`src/rtl/mandelbrot_escape_time_color_top_assert.svh`:
```
// Assertion macros shared by the escape-time color block.
`ifndef MANDELBROT_ESCAPE_TIME_COLOR_TOP_ASSERT_SVH
`define MANDELBROT_ESCAPE_TIME_COLOR_TOP_ASSERT_SVH

// Same-cycle implication, sampled on clock, off during reset.
`define MET_ASSERT_IMPLY(lbl, ante, cons, msg) \
   lbl: assert property (@(posedge clock) disable iff (reset) (ante) |-> (cons)) \
      else $error(msg);

// Next-cycle implication, sampled on clock, off during reset.
`define MET_ASSERT_NEXT(lbl, ante, cons, msg) \
   lbl: assert property (@(posedge clock) disable iff (reset) (ante) |=> (cons)) \
      else $error(msg);

`endif

```
`src/rtl/met_pkg.sv`:
```
// Shared constants, command type and helper function of the escape-time color block.
package met_pkg;

   // Field widths
   localparam int C_W     = 32;
   localparam int ZOOM_W  = 9;
   localparam int ROUND_W = 10;
   localparam int COLOR_W = 8;

   // Default fraction bits of the coordinates and of z
   localparam int FRAC_BITS_DEF = 28;

   // Widest operand handed to one multiplier in one cycle
   localparam int MUL_W = 32;

   // Round limit is (clamped zoom) * 4 + 20
   localparam int ZOOM_CAP       = 192;
   localparam int ZOOM_SCALE_LOG = 2;
   localparam int LIMIT_BASE     = 20;

   // Color ramp
   localparam int GREEN_STEP = 10;
   localparam int BLUE_STEP  = 20;
   localparam int COLOR_MAX  = 255;

   // Commands from the controller to the datapath
   typedef struct packed {
      logic load;       // capture c, clear z and products
      logic mul_en;     // issue one partial product
      logic acc_en;     // add the registered partial product
      logic acc_first;  // that partial product starts a new sum
      logic add_en;     // form the next z and test for escape
      logic out_load;   // move the finished result to the output register
   } met_cmd_type;

   // log2 of the chunk count that one operand of F+2 bits is cut into
   function automatic int mul_log_chunks(int frac_bits);
      return $clog2((frac_bits + 2 + MUL_W - 1) / MUL_W);
   endfunction

endpackage

```
`src/rtl/met_ctrl.sv`:
```
// Controller: sequences load, multiply, accumulate, update and output of one point.
`include "mandelbrot_escape_time_color_top_assert.svh"

module met_ctrl
   import met_pkg::*;
#(
   parameter int FRAC_BITS = FRAC_BITS_DEF
) (
   input  logic                                 clock,
   input  logic                                 reset,
   input  logic                                 req_valid,
   output logic                                 req_stall,
   output logic                                 rsp_valid,
   input  logic                                 rsp_stall,
   input  logic                                 done,
   output met_cmd_type                          cmd,
   output logic [2*mul_log_chunks(FRAC_BITS):0] mul_step
);

   localparam int LOG_NCH = mul_log_chunks(FRAC_BITS);
   localparam int NSTEP   = 1 << (2 * LOG_NCH);
   localparam int SW      = 2 * LOG_NCH + 1;

   localparam logic [2:0] ST_IDLE = 3'd0;
   localparam logic [2:0] ST_ADD  = 3'd1;
   localparam logic [2:0] ST_MUL  = 3'd2;
   localparam logic [2:0] ST_ACC  = 3'd3;
   localparam logic [2:0] ST_DONE = 3'd4;

   logic [2:0]    state_ff;
   logic [2:0]    state_in;
   logic [SW-1:0] step_ff;
   logic [SW-1:0] step_in;
   logic          acc_en_ff;
   logic          acc_first_ff;
   logic          rsp_valid_ff;
   logic          rsp_valid_in;
   logic          out_free;

   assign out_free = !rsp_valid_ff || !rsp_stall;

   // Next state and commands
   always_comb begin
      state_in      = state_ff;
      step_in       = step_ff;
      cmd           = '0;
      cmd.acc_en    = acc_en_ff;
      cmd.acc_first = acc_first_ff;
      unique case (state_ff)
         ST_IDLE: begin
            if (req_valid) begin
               cmd.load = 1'b1;
               state_in = ST_ADD;
            end
         end
         ST_ADD: begin
            cmd.add_en = 1'b1;
            if (done) begin
               state_in = ST_DONE;
            end else begin
               state_in = ST_MUL;
               step_in  = '0;
            end
         end
         ST_MUL: begin
            cmd.mul_en = 1'b1;
            if (step_ff == SW'(NSTEP - 1)) begin
               state_in = ST_ACC;
            end else begin
               step_in = step_ff + SW'(1);
            end
         end
         ST_ACC: begin
            state_in = ST_ADD;
         end
         ST_DONE: begin
            if (out_free) begin
               cmd.out_load = 1'b1;
               state_in     = ST_IDLE;
            end
         end
         default: begin
            state_in = ST_IDLE;
         end
      endcase
   end

   // Output valid: set on load, drop when taken
   always_comb begin
      rsp_valid_in = rsp_valid_ff;
      if (cmd.out_load) begin
         rsp_valid_in = 1'b1;
      end else if (!rsp_stall) begin
         rsp_valid_in = 1'b0;
      end
   end

   always_ff @(posedge clock) begin
      if (reset) begin
         state_ff     <= ST_IDLE;
         step_ff      <= '0;
         acc_en_ff    <= 1'b0;
         acc_first_ff <= 1'b0;
         rsp_valid_ff <= 1'b0;
      end else begin
         state_ff     <= state_in;
         step_ff      <= step_in;
         acc_en_ff    <= cmd.mul_en;
         acc_first_ff <= cmd.mul_en && (step_ff == '0);
         rsp_valid_ff <= rsp_valid_in;
      end
   end

   assign req_stall = (state_ff != ST_IDLE);
   assign rsp_valid = rsp_valid_ff;
   assign mul_step  = step_ff;

   `MET_ASSERT_IMPLY(a_out_no_overwrite, cmd.out_load, !rsp_valid_ff || !rsp_stall, "result overwritten while stalled")
   `MET_ASSERT_IMPLY(a_load_on_accept, cmd.load, req_valid && !req_stall, "load without accepted transaction")
   `MET_ASSERT_NEXT(a_mul_then_acc, cmd.mul_en, cmd.acc_en, "partial product not accumulated")
   `MET_ASSERT_NEXT(a_add_continue, (state_ff == ST_ADD) && !done, state_ff == ST_MUL, "round did not continue")

endmodule

```
`config.mk`:
```
export PLATFORM = sky130hd
export DESIGN_NAME = met_ctrl
export DESIGN_NICKNAME = d
export VERILOG_FILES = /design/src/rtl/met_pkg.sv /design/src/rtl/met_ctrl.sv
export VERILOG_INCLUDE_DIRS = /design/src /design/src/rtl
export SDC_FILE = /design/constraint.sdc
export NUM_CORES = 1
export LEC_CHECK = 0
export BUFFER_PORTS_ARGS = -buffer_cell sky130_fd_sc_hd__buf_2
export CORE_AREA = 4 4 41 43
export CTS_BUF_LIST = sky130_fd_sc_hd__clkbuf_2
export DETAILED_ROUTE_END_ITERATION = 6
export DIE_AREA = 0 0 45 47
export HOLD_SLACK_MARGIN = 0.03
export PLACE_DENSITY = 0.42
export SLEW_MARGIN = 10
export SYNTH_ARGS = -nofsm -noshare
export SYNTH_HDL_FRONTEND = slang
export SYNTH_SLANG_ARGS = --single-unit
```
`constraint.sdc`:
```
create_clock -name clock -period 1.2 [get_ports clock]
set_input_delay 0.06 -clock clock [delete_from_list [all_inputs] [get_ports clock]]
set_output_delay 0.06 -clock clock [all_outputs]
set_load 0.01 [all_outputs]
```
==> results.json, run 1 <==
{
  "dp.cells": 54,
  "rsz0062_at_grt": "true",
  "dpl_cell_area_sq_um": 317,
  "internal_power_w": 0.000306,
  "crit_type": "reg -> out",
  "synth_seq_cells": 5,
  "cts_buffers": 3,
  "die_y_um": 47,
  "wl_um": 605,
  "row_count": 13,
  "r2r-start": "state_ff[1]",
  "ios": 14,
  "fillCellCount": 153,
  "path_cells": "or3b_4 > a21oi_2 > buf_2",
  "grt_pass1_wl_um": 848,
  "pwr-share-comb_pct": 19.6,
  "post-route-util_pct": 29.7,
  "status": "finished, violations left",
  "r2r_end": "state_ff[1]",
  "area_delta_synth_final_pct": 48.6,
  "hold_start": "req_valid",
  "clock_latency_ns": 0.22,
  "place_hpwl_um": 447,
  "powerDensity_nw_per_um2": 1100,
  "overflow": 0,
  "clockBufferDepth": 2,
  "fin_worst_skew_ns": 0.00783,
  "drive_gt1_share_pct": 59.6,
  "dr_total_vias": 252,
  "syn_nets": 35,
  "fin_nets": 53,
  "initial_core_util_pct": 20.0,
  "cts_sinks": 5,
  "synth_area_per_cell_sq_um": 8.68,
  "min_period_ns": 1.24,
  "die_w_um": 45,
  "p_sw_share_pct": 27.9,
  "p_leak_nw": 0.191,
  "final_cells": 62,
  "required_ns": 1.14,
  "design.core.area_sq_um": 1300,
  "clockRootBuffer": "clkbuf_2",
  "finalCritPeriodShare_pct": 104,
  "synth_area_leaders": "dfxtp_1 (38%), buf_4 (12%), or3b_1 (6.7%)",
  "seq_area_frac_synth_pct": 38.5,
  "yosysWarnings": 0,
  "cts_tree": "done",
  "grt_pass1_vias": 222,
  "finalHoldViolations": 0,
  "drc": 0,
  "ff2ff_path_depth": 3,
  "cp_slowest_cell": "or3b_4",
  "power_switching_w": 0.000118,
  "multi_input_area_sq_um": 134,
  "via_per_inst": 4.06,
  "power.total_w": 0.000424,
  "grt_max_degree": 7,
  "dr.pass1.iters": 4,
  "track_usage_pct": 6.49,
  "layout_setup_ws_ns": -0.0422,
  "ys_types": 17,
  "min_path_cells": 3,
  "yosys.area.top_type_share_pct": 38.5,
  "whs_endpoint": "state_ff[0]",
  "crit_path_end_kind": "primary output",
  "reg2reg_setup_slack_ns": 0.17,
  "vdd_drop_max_uv": 300,
  "syn_inst": 30,
  "slew_viol_final": 0,
  "yosys.area.top_type": "dfxtp_1",
  "design_area_sq_um": 387,
  "regArea_sq_um": 106,
  "routedWlPerCell_um": 9.76,
  "clk_pin_slew_ns": 0.05,
  "violations": "setup timing",
  "setup_viol_count_final": 2,
  "cp-start-kind": "register",
  "htreeDepth": 1,
  "cp_max_fo": 4,
  "die-area_sq_um": 2120,
  "cp.arrival_ns": 1.18,
  "antenna_found_initial": 0,
  "maxCapViolCount": 0,
  "synthesis.area_sq_um": 260,
  "drtIter0Drc": 2,
  "final_antenna_net_count": 0,
  "hold_path_class": "in -> reg",
  "cpPeakStageDelay_ns": 0.41,
  "power.share.sequential_pct": 42.3,
  "gp_congestion": 0.667,
  "clock.fmax_ghz": 0.805,
  "diodes": 0,
  "p_clk_share_pct": 38.1,
  "io_buffers": 12
}
==> layer usage <==
layer	GRT usage, %	vias up	wire length, um
met5	0	-	0
met4	12.3	0	51
met3	1.15	4	42
met2	7.91	10	244
met1	6.86	108	267
li1	-	130	-
==> stage by stage <==
| step | hold slack, ns | TNS [ns] | worst slack [ns] |
|---|---|---|---|
| final | 0.100 | -0.0524 | -0.0422 |
| after detailed placement | 0.271 | 0 | 0.0870 |
| after floorplan | 0.122 | 0 | 0.147 |
| after CTS | 0.0893 | -0.101 | -0.0611 |
| after global routing | 0.0738 | -0.211 | -0.101 |
| after global placement | 0.280 | 0 | 0.0976 |
==> power groups by stage <==
stage | sequential [W] | clock [W] | combinational [W]
after floorplan | 0.000185 | 0 | 0.0000411
after global placement | 0.000186 | 0 | 0.0000698
after detailed placement | 0.000186 | 0 | 0.0000694
after CTS | 0.000180 | 0.000168 | 0.0000842
after global routing | 0.000180 | 0.000179 | 0.0000899
final | 0.000179 | 0.000162 | 0.0000831
==> worst max-delay path: cells and delay by family (launching register included) <==
kind | cells | cell delay, ns
compound gates | 1 | 0.10
flops | 1 | 0.33
buf+inv | 1 | 0.13
simple gates | 1 | 0.41
==> cells by family after synthesis <==
logic type | after synthesis | share of synthesized area [%]
other | 1 | 1.44
DFF | 5 | 38.5
buffers and inverters | 6 | 14.4
AOI/OAI and AO/OA | 5 | 12.0
and+or+nand+nor | 13 | 33.7
==> cell usage after synthesis <==
library cell / instances
dfxtp_1: 5
nor2b_1: 1
inv_1: 2
a21oi_2: 1
buf_4: 4
or3b_1: 2
nand2_1: 1
or2_2: 1
or3_1: 1
nand2b_1: 2
a21oi_1: 3
nor2_1: 1
a211oi_1: 1
nand3b_1: 1
nor3b_1: 2
nand4b_1: 1
conb_1: 1
==> final cells by class <==
type                    count  area share, %
clock buffers               4           5.18
inverters                   2           1.94
multi-input cells          19           34.6
flip-flops and latches      5           27.5
well taps                  15           4.85
repair buffers             17           25.9
==> cell usage in the layout (no fill, tap or decap), types with 2 or more instances in the layout <==
| cell type | instances |
|---|---|
| buf_2 | 12 |
| a21oi_2 | 2 |
| inv_1 | 2 |
| clkbuf_2 | 4 |
| buf_4 | 4 |
| dfxtp_1 | 2 |
| dfxtp_2 | 2 |
| nand2b_1 | 2 |
| a21oi_1 | 2 |
==> registers in the layout, summed over array words and instances, names as in the netlist <==
register,count
state_ff,3
rsp_valid,1
acc_first_ff,1
==> how the worst max path moves through the flow <==
| stage | start | end | slack [ns] | cells past startpoint |
|---|---|---|---|---|
| CTS | state_ff[0] | cmd[0] | -0.06 | 3 |
| floorplan | state_ff[2] | cmd[0] | 0.15 | 3 |
| global route | state_ff[0] | cmd[0] | -0.10 | 3 |
| detailed placement | state_ff[2] | cmd[0] | 0.09 | 3 |
| global placement | state_ff[2] | cmd[0] | 0.1 | 3 |
| finish | state_ff[0] | cmd[0] | -0.04 | 3 |
==> what timing repair did <==
action / CTS / global route
setup endpoints to repair: 3 / 3
resized for setup: 7 / 0
hold buffers: 1 / 0
endpoints found under the hold margin: 1 / 0
buffers inserted: 3 / 0
(Power assumes the default switching activity.)
==> inputs of run 2 (changes only) <==
==> constraint.sdc (replaced) <==
create_clock -name clock -period 1.55 [get_ports clock]
set_input_delay 0.0775 -clock clock [delete_from_list [all_inputs] [get_ports clock]]
set_output_delay 0.0775 -clock clock [all_outputs]
set_load 0.01 [all_outputs]
==> run 2 against run 1 <==
  * The run now ends clean
  * Setup slack improved by 0.22 ns
  * Non-clock buffer count is 5 lower
  * Clock skew about the same
  * Utilization is 4.4 points lower
  * Clock power fell by 23%
  * Worst hold slack got worse by 0.033 ns
  * Final cell count decreased by 8.1%
  * Critical path type unchanged
  * Wire length is 1.7% lower
  * Largest power group unchanged
  * Sequential power decreased by 20%
  * First-iteration DRC count grew to 3.0 times the previous value
  * Total power down 26%
==> results.json, run 2 (synthesized netlist as in run 1, its figures left out) <==
{
  "cts_buffers": 3,
  "path_cells": "or3b_1 > a21oi_1 > buf_2",
  "setup_viol_count_final": 0,
  "cts_sinks": 5,
  "dr_wl_met3_um": 35,
  "holdBufCountCts": 0,
  "cp-startpoint": "state_ff[2]",
  "r2r_end": "rsp_valid",
  "design.core.area_sq_um": 1300,
  "clockBufferDepth": 2,
  "diodes": 0,
  "wirelength_met1_um": 294,
  "die_y_um": 47,
  "clk_pin_slew_ns": 0.06,
  "place_hpwl_um": 440,
  "fin_worst_skew_ns": 0.00813,
  "required_ns": 1.47,
  "drc": 0,
  "powerDensity_nw_per_um2": 957,
  "cts_resized": 0,
  "final_antenna_net_count": 0,
  "layout_commonest_cell": "buf_2",
  "crit_type": "reg -> out",
  "hold_path_class": "in -> reg",
  "place_ws_ns": 0.422,
  "fin_nets": 48,
  "finalHoldViolations": 0,
  "regMostFlops": "state_ff",
  "dr_total_vias": 232,
  "slew_viol_final": 0,
  "overflow": 0,
  "min_period_ns": 1.37,
  "rsz0062_at_grt": "false",
  "clock_latency_ns": 0.22,
  "grt_max_degree": 10,
  "highest_layer": "met4",
  "area_delta_synth_final_pct": 26.4,
  "initial_core_util_pct": 20.0,
  "cp_slowest_cell": "dfxtp_1",
  "layout_common_cells": "buf_2 (12), dfxtp_1 (5), clkbuf_2 (4)",
  "finalCritPeriodShare_pct": 88.7,
  "clock.fmax_ghz": 0.727,
  "routedWlPerCell_um": 10.4,
  "post_cts_buffers": 0,
  "dr.pass1.iters": 2,
  "cp-start-kind": "register",
  "grt_pass1_vias": 200,
  "track_usage_pct": 6.89,
  "met2WireLength_um": 240,
  "die-area_sq_um": 2120,
  "dp.cells": 53,
  "drive_gt1_share_pct": 42.9,
  "row_count": 13,
  "critPathCapture": "cmd[0]",
  "gp_congestion": 0.658,
  "ios": 14,
  "io_buffers": 12,
  "layout_setup_ws_ns": 0.175,
  "wl_um": 595,
  "cpPeakStageDelay_ns": 0.41,
  "htreeDepth": 1,
  "r2r-start": "state_ff[2]",
  "reg2reg_setup_slack_ns": 0.53,
  "grt_pass1_wl_um": 903,
  "p_leak_nw": 0.159,
  "via_per_inst": 4.07,
  "cp.arrival_ns": 1.30,
  "clockRootBuffer": "clkbuf_2",
  "ff2ff_path_depth": 2,
  "finalSetupTns_ns": 0,
  "die_w_um": 45,
  "largest_reg_flops": 3,
  "status": "finished clean",
  "drtIter0Drc": 6,
  "crit_path_end_kind": "primary output",
  "cp_max_fo": 7,
  "final_cells": 57,
  "cts_tree": "done",
  "antenna_found_initial": 0,
  "vdd_drop_max_uv": 286,
  "maxCapViolCount": 0
}
==> run 2: critical path: cells and delay by family, from the launching register on <==
kind | cells | cell delay (ns)
DFF | 1 | 0.41
AOI/OAI and AO/OA | 1 | 0.12
buffers and inverters | 1 | 0.14
and+or+nand+nor | 1 | 0.40
==> run 2: how the worst min path moves through the flow <==
stage	cells after the start	start	endpoint	slack, ns
floorplan	1	reset	rsp_valid	0.14
global placement	2	reset	rsp_valid	0.30
detailed placement	2	reset	rsp_valid	0.30
CTS	2	reset	rsp_valid	0.05
global route	2	reset	rsp_valid	0.07
finish	2	reset	rsp_valid	0.07
==> run 2: cell type report <==
class	instances	area (sq um)
clock buffer	4	20.0
fill	164	972
inverter	2	7.51
multi-input combinational	19	123
sequential	5	100
tap	15	18.8
timing repair buffer	12	60.1
==> run 2: power by group <==
group,leakage [nW],switching [W],internal (W)
combinational,0.101,0.0000238,0.0000241
clock,0.0166,0.0000554,0.0000684
sequential,0.0407,0.00000891,0.000134
total,0.159,0.0000881,0.000227
==> run 2: metal layers <==
layer	up-vias	GRT usage, %
li1	121	-
met1	101	7.57
met2	8	7.34
met3	2	3.83
met4	0	10.5
met5	-	0
==> run 2: through the flow <==
step	power [W]	cell area, sq um	hold slack, ns	utilization [%]
6_report	0.000315	329	0.0675	25.3
5_1_grt	0.000336	329	0.0667	25.3
4_1_cts	0.000322	329	0.0523	25.3
3_5_place_dp	0.000195	309	0.295	23.8
3_3_place_gp	0.000195	309	0.297	23.8
2_1_floorplan	0.000175	260	0.140	-
==> inputs of run 3 (changes only) <==
--- a/config.mk
+++ b/config.mk
@@ -13,6 +13,7 @@
 export DIE_AREA = 0 0 45 47
 export HOLD_SLACK_MARGIN = 0.03
 export PLACE_DENSITY = 0.42
+export RECOVER_POWER = 50
 export SLEW_MARGIN = 10
 export SYNTH_ARGS = -nofsm -noshare
 export SYNTH_HDL_FRONTEND = slang
==> run 3 against run 2 <==
  * Sequential power about the same
  * Global-route usage unchanged
  * Clock skew unchanged
  * Register-to-register slack is essentially flat
  * Sequential share of layout area grew 0.35 points
  * Clock-buffer cell count did not move
  * Die area unchanged
  * Critical path type unchanged
  * Clock power about the same
==> results.json, run 3 (synthesized netlist as in run 1, its figures left out) <==
{
  "dr_wl_met3_um": 37,
  "finalSetupTns_ns": 0,
  "io_buffers": 12,
  "dp.cells": 53,
  "met2WireLength_um": 240,
  "routedWlPerCell_um": 10.5,
  "final_antenna_net_count": 0,
  "layout_setup_ws_ns": 0.175,
  "cts_buffers": 3,
  "p_leak_nw": 0.146,
  "place_hpwl_um": 440,
  "layout_commonest_cell": "buf_2",
  "min_period_ns": 1.37,
  "diodes": 0,
  "power.share.sequential_pct": 45.6,
  "fin_worst_skew_ns": 0.00813,
  "holdBufCountCts": 0,
  "track_usage_pct": 6.89,
  "p_clk_share_pct": 39.4,
  "wirelength_met1_um": 296,
  "cp_max_fo": 7,
  "regArea_sq_um": 100,
  "overflow": 0,
  "row_count": 13,
  "post-route-util_pct": 25.0,
  "grt_pass1_vias": 200,
  "regMostFlops": "state_ff",
  "cts_resized": 0,
  "antenna_found_initial": 0,
  "via_per_inst": 4.07,
  "die_w_um": 45,
  "clockBufferDepth": 2,
  "rsz0062_at_grt": "false",
  "hold_start": "reset",
  "reg2reg_setup_slack_ns": 0.53,
  "die_y_um": 47,
  "required_ns": 1.47,
  "area_delta_synth_final_pct": 25.0,
  "power_switching_w": 0.0000882,
  "slew_viol_final": 0,
  "cp-start-kind": "register",
  "status": "finished clean",
  "finalHoldViolations": 0,
  "htreeDepth": 1,
  "ff2ff_path_depth": 2,
  "setup_viol_count_final": 0,
  "final_cells": 57,
  "post_cts_buffers": 0,
  "clock.fmax_ghz": 0.727,
  "drive_gt1_share_pct": 35.7,
  "drc": 0,
  "min_path_cells": 2,
  "vdd_drop_max_uv": 286,
  "fillCellCount": 164,
  "dr_total_vias": 232,
  "fin_nets": 48,
  "clk_pin_slew_ns": 0.06,
  "clock_latency_ns": 0.22,
  "pwr-share-comb_pct": 15.1,
  "wl_um": 599,
  "cts_tree": "done",
  "place_ws_ns": 0.422,
  "cts_sinks": 5,
  "maxCapViolCount": 0,
  "whs_endpoint": "rsp_valid",
  "r2r_end": "rsp_valid",
  "clockRootBuffer": "clkbuf_2",
  "r2r-start": "state_ff[2]",
  "power.total_w": 0.000315,
  "hold_path_class": "in -> reg",
  "grt_pass1_wl_um": 903,
  "largest_reg_flops": 3,
  "finalCritPeriodShare_pct": 88.7,
  "ios": 14,
  "powerDensity_nw_per_um2": 967,
  "gp_congestion": 0.658,
  "grt_max_degree": 10,
  "design.core.area_sq_um": 1300,
  "dr.pass1.iters": 2,
  "initial_core_util_pct": 20.0,
  "internal_power_w": 0.000226,
  "crit_path_end_kind": "primary output",
  "die-area_sq_um": 2120,
  "p_sw_share_pct": 28.0,
  "drtIter0Drc": 6,
  "layout_common_cells": "buf_2 (9), dfxtp_1 (5), clkbuf_2 (4)",
  "highest_layer": "met4",
  "multi_input_area_sq_um": 123,
  "cp.arrival_ns": 1.30,
  "crit_type": "reg -> out"
}
run 3: cell types whose count changed in the layout (fill, tap and decap cells not counted):
cell	change
buf_2	-3
clkbuf_1	+3
run 3: layout make-up:
class                      instances  area share, %
multi-input combinational         19           37.7
sequential                         5           30.8
timing repair buffer              12           17.3
clock buffer                       4           6.15
tap                               15           5.77
inverter                           2           2.31
run 3: power by group through the flow:
stage | combinational (W) | clock (W) | sequential (W)
floorplan | 0.0000318 | 0 | 0.000143
global placement | 0.0000488 | 0 | 0.000146
detailed placement | 0.0000488 | 0 | 0.000146
CTS | 0.0000489 | 0.000130 | 0.000143
global route | 0.0000527 | 0.000139 | 0.000144
finish | 0.0000474 | 0.000124 | 0.000143
run 3: metrics by stage:
step           area, sq um  hold WS (ns)
6_report               325        0.0676
5_1_grt                325        0.0667
4_1_cts                329        0.0523
3_5_place_dp           309         0.295
3_3_place_gp           309         0.297
2_1_floorplan          260         0.140
run 3: how the worst max path moves through the flow:
stage	depth (start not counted)	end	startpoint
final	3	cmd[0]	state_ff[2]
after global routing	3	cmd[0]	state_ff[2]
after CTS	3	cmd[0]	state_ff[2]
after detailed placement	3	cmd[0]	state_ff[2]
after global placement	3	cmd[0]	state_ff[0]
after floorplan	3	cmd[0]	state_ff[2]
run 3: metal layers:
| layer | vias up | global-route usage, % |
|---|---|---|
| met2 | 8 | 7.34 |
| li1 | 121 | - |
| met4 | 0 | 10.5 |
| met1 | 101 | 7.57 |
| met3 | 2 | 3.83 |
| met5 | - | 0 |
run 3: critical path: stages (launching register included):
cell	delay [ns]
dfxtp_1	0.41
or3b_1	0.40
a21oi_1	0.12
buf_2	0.14
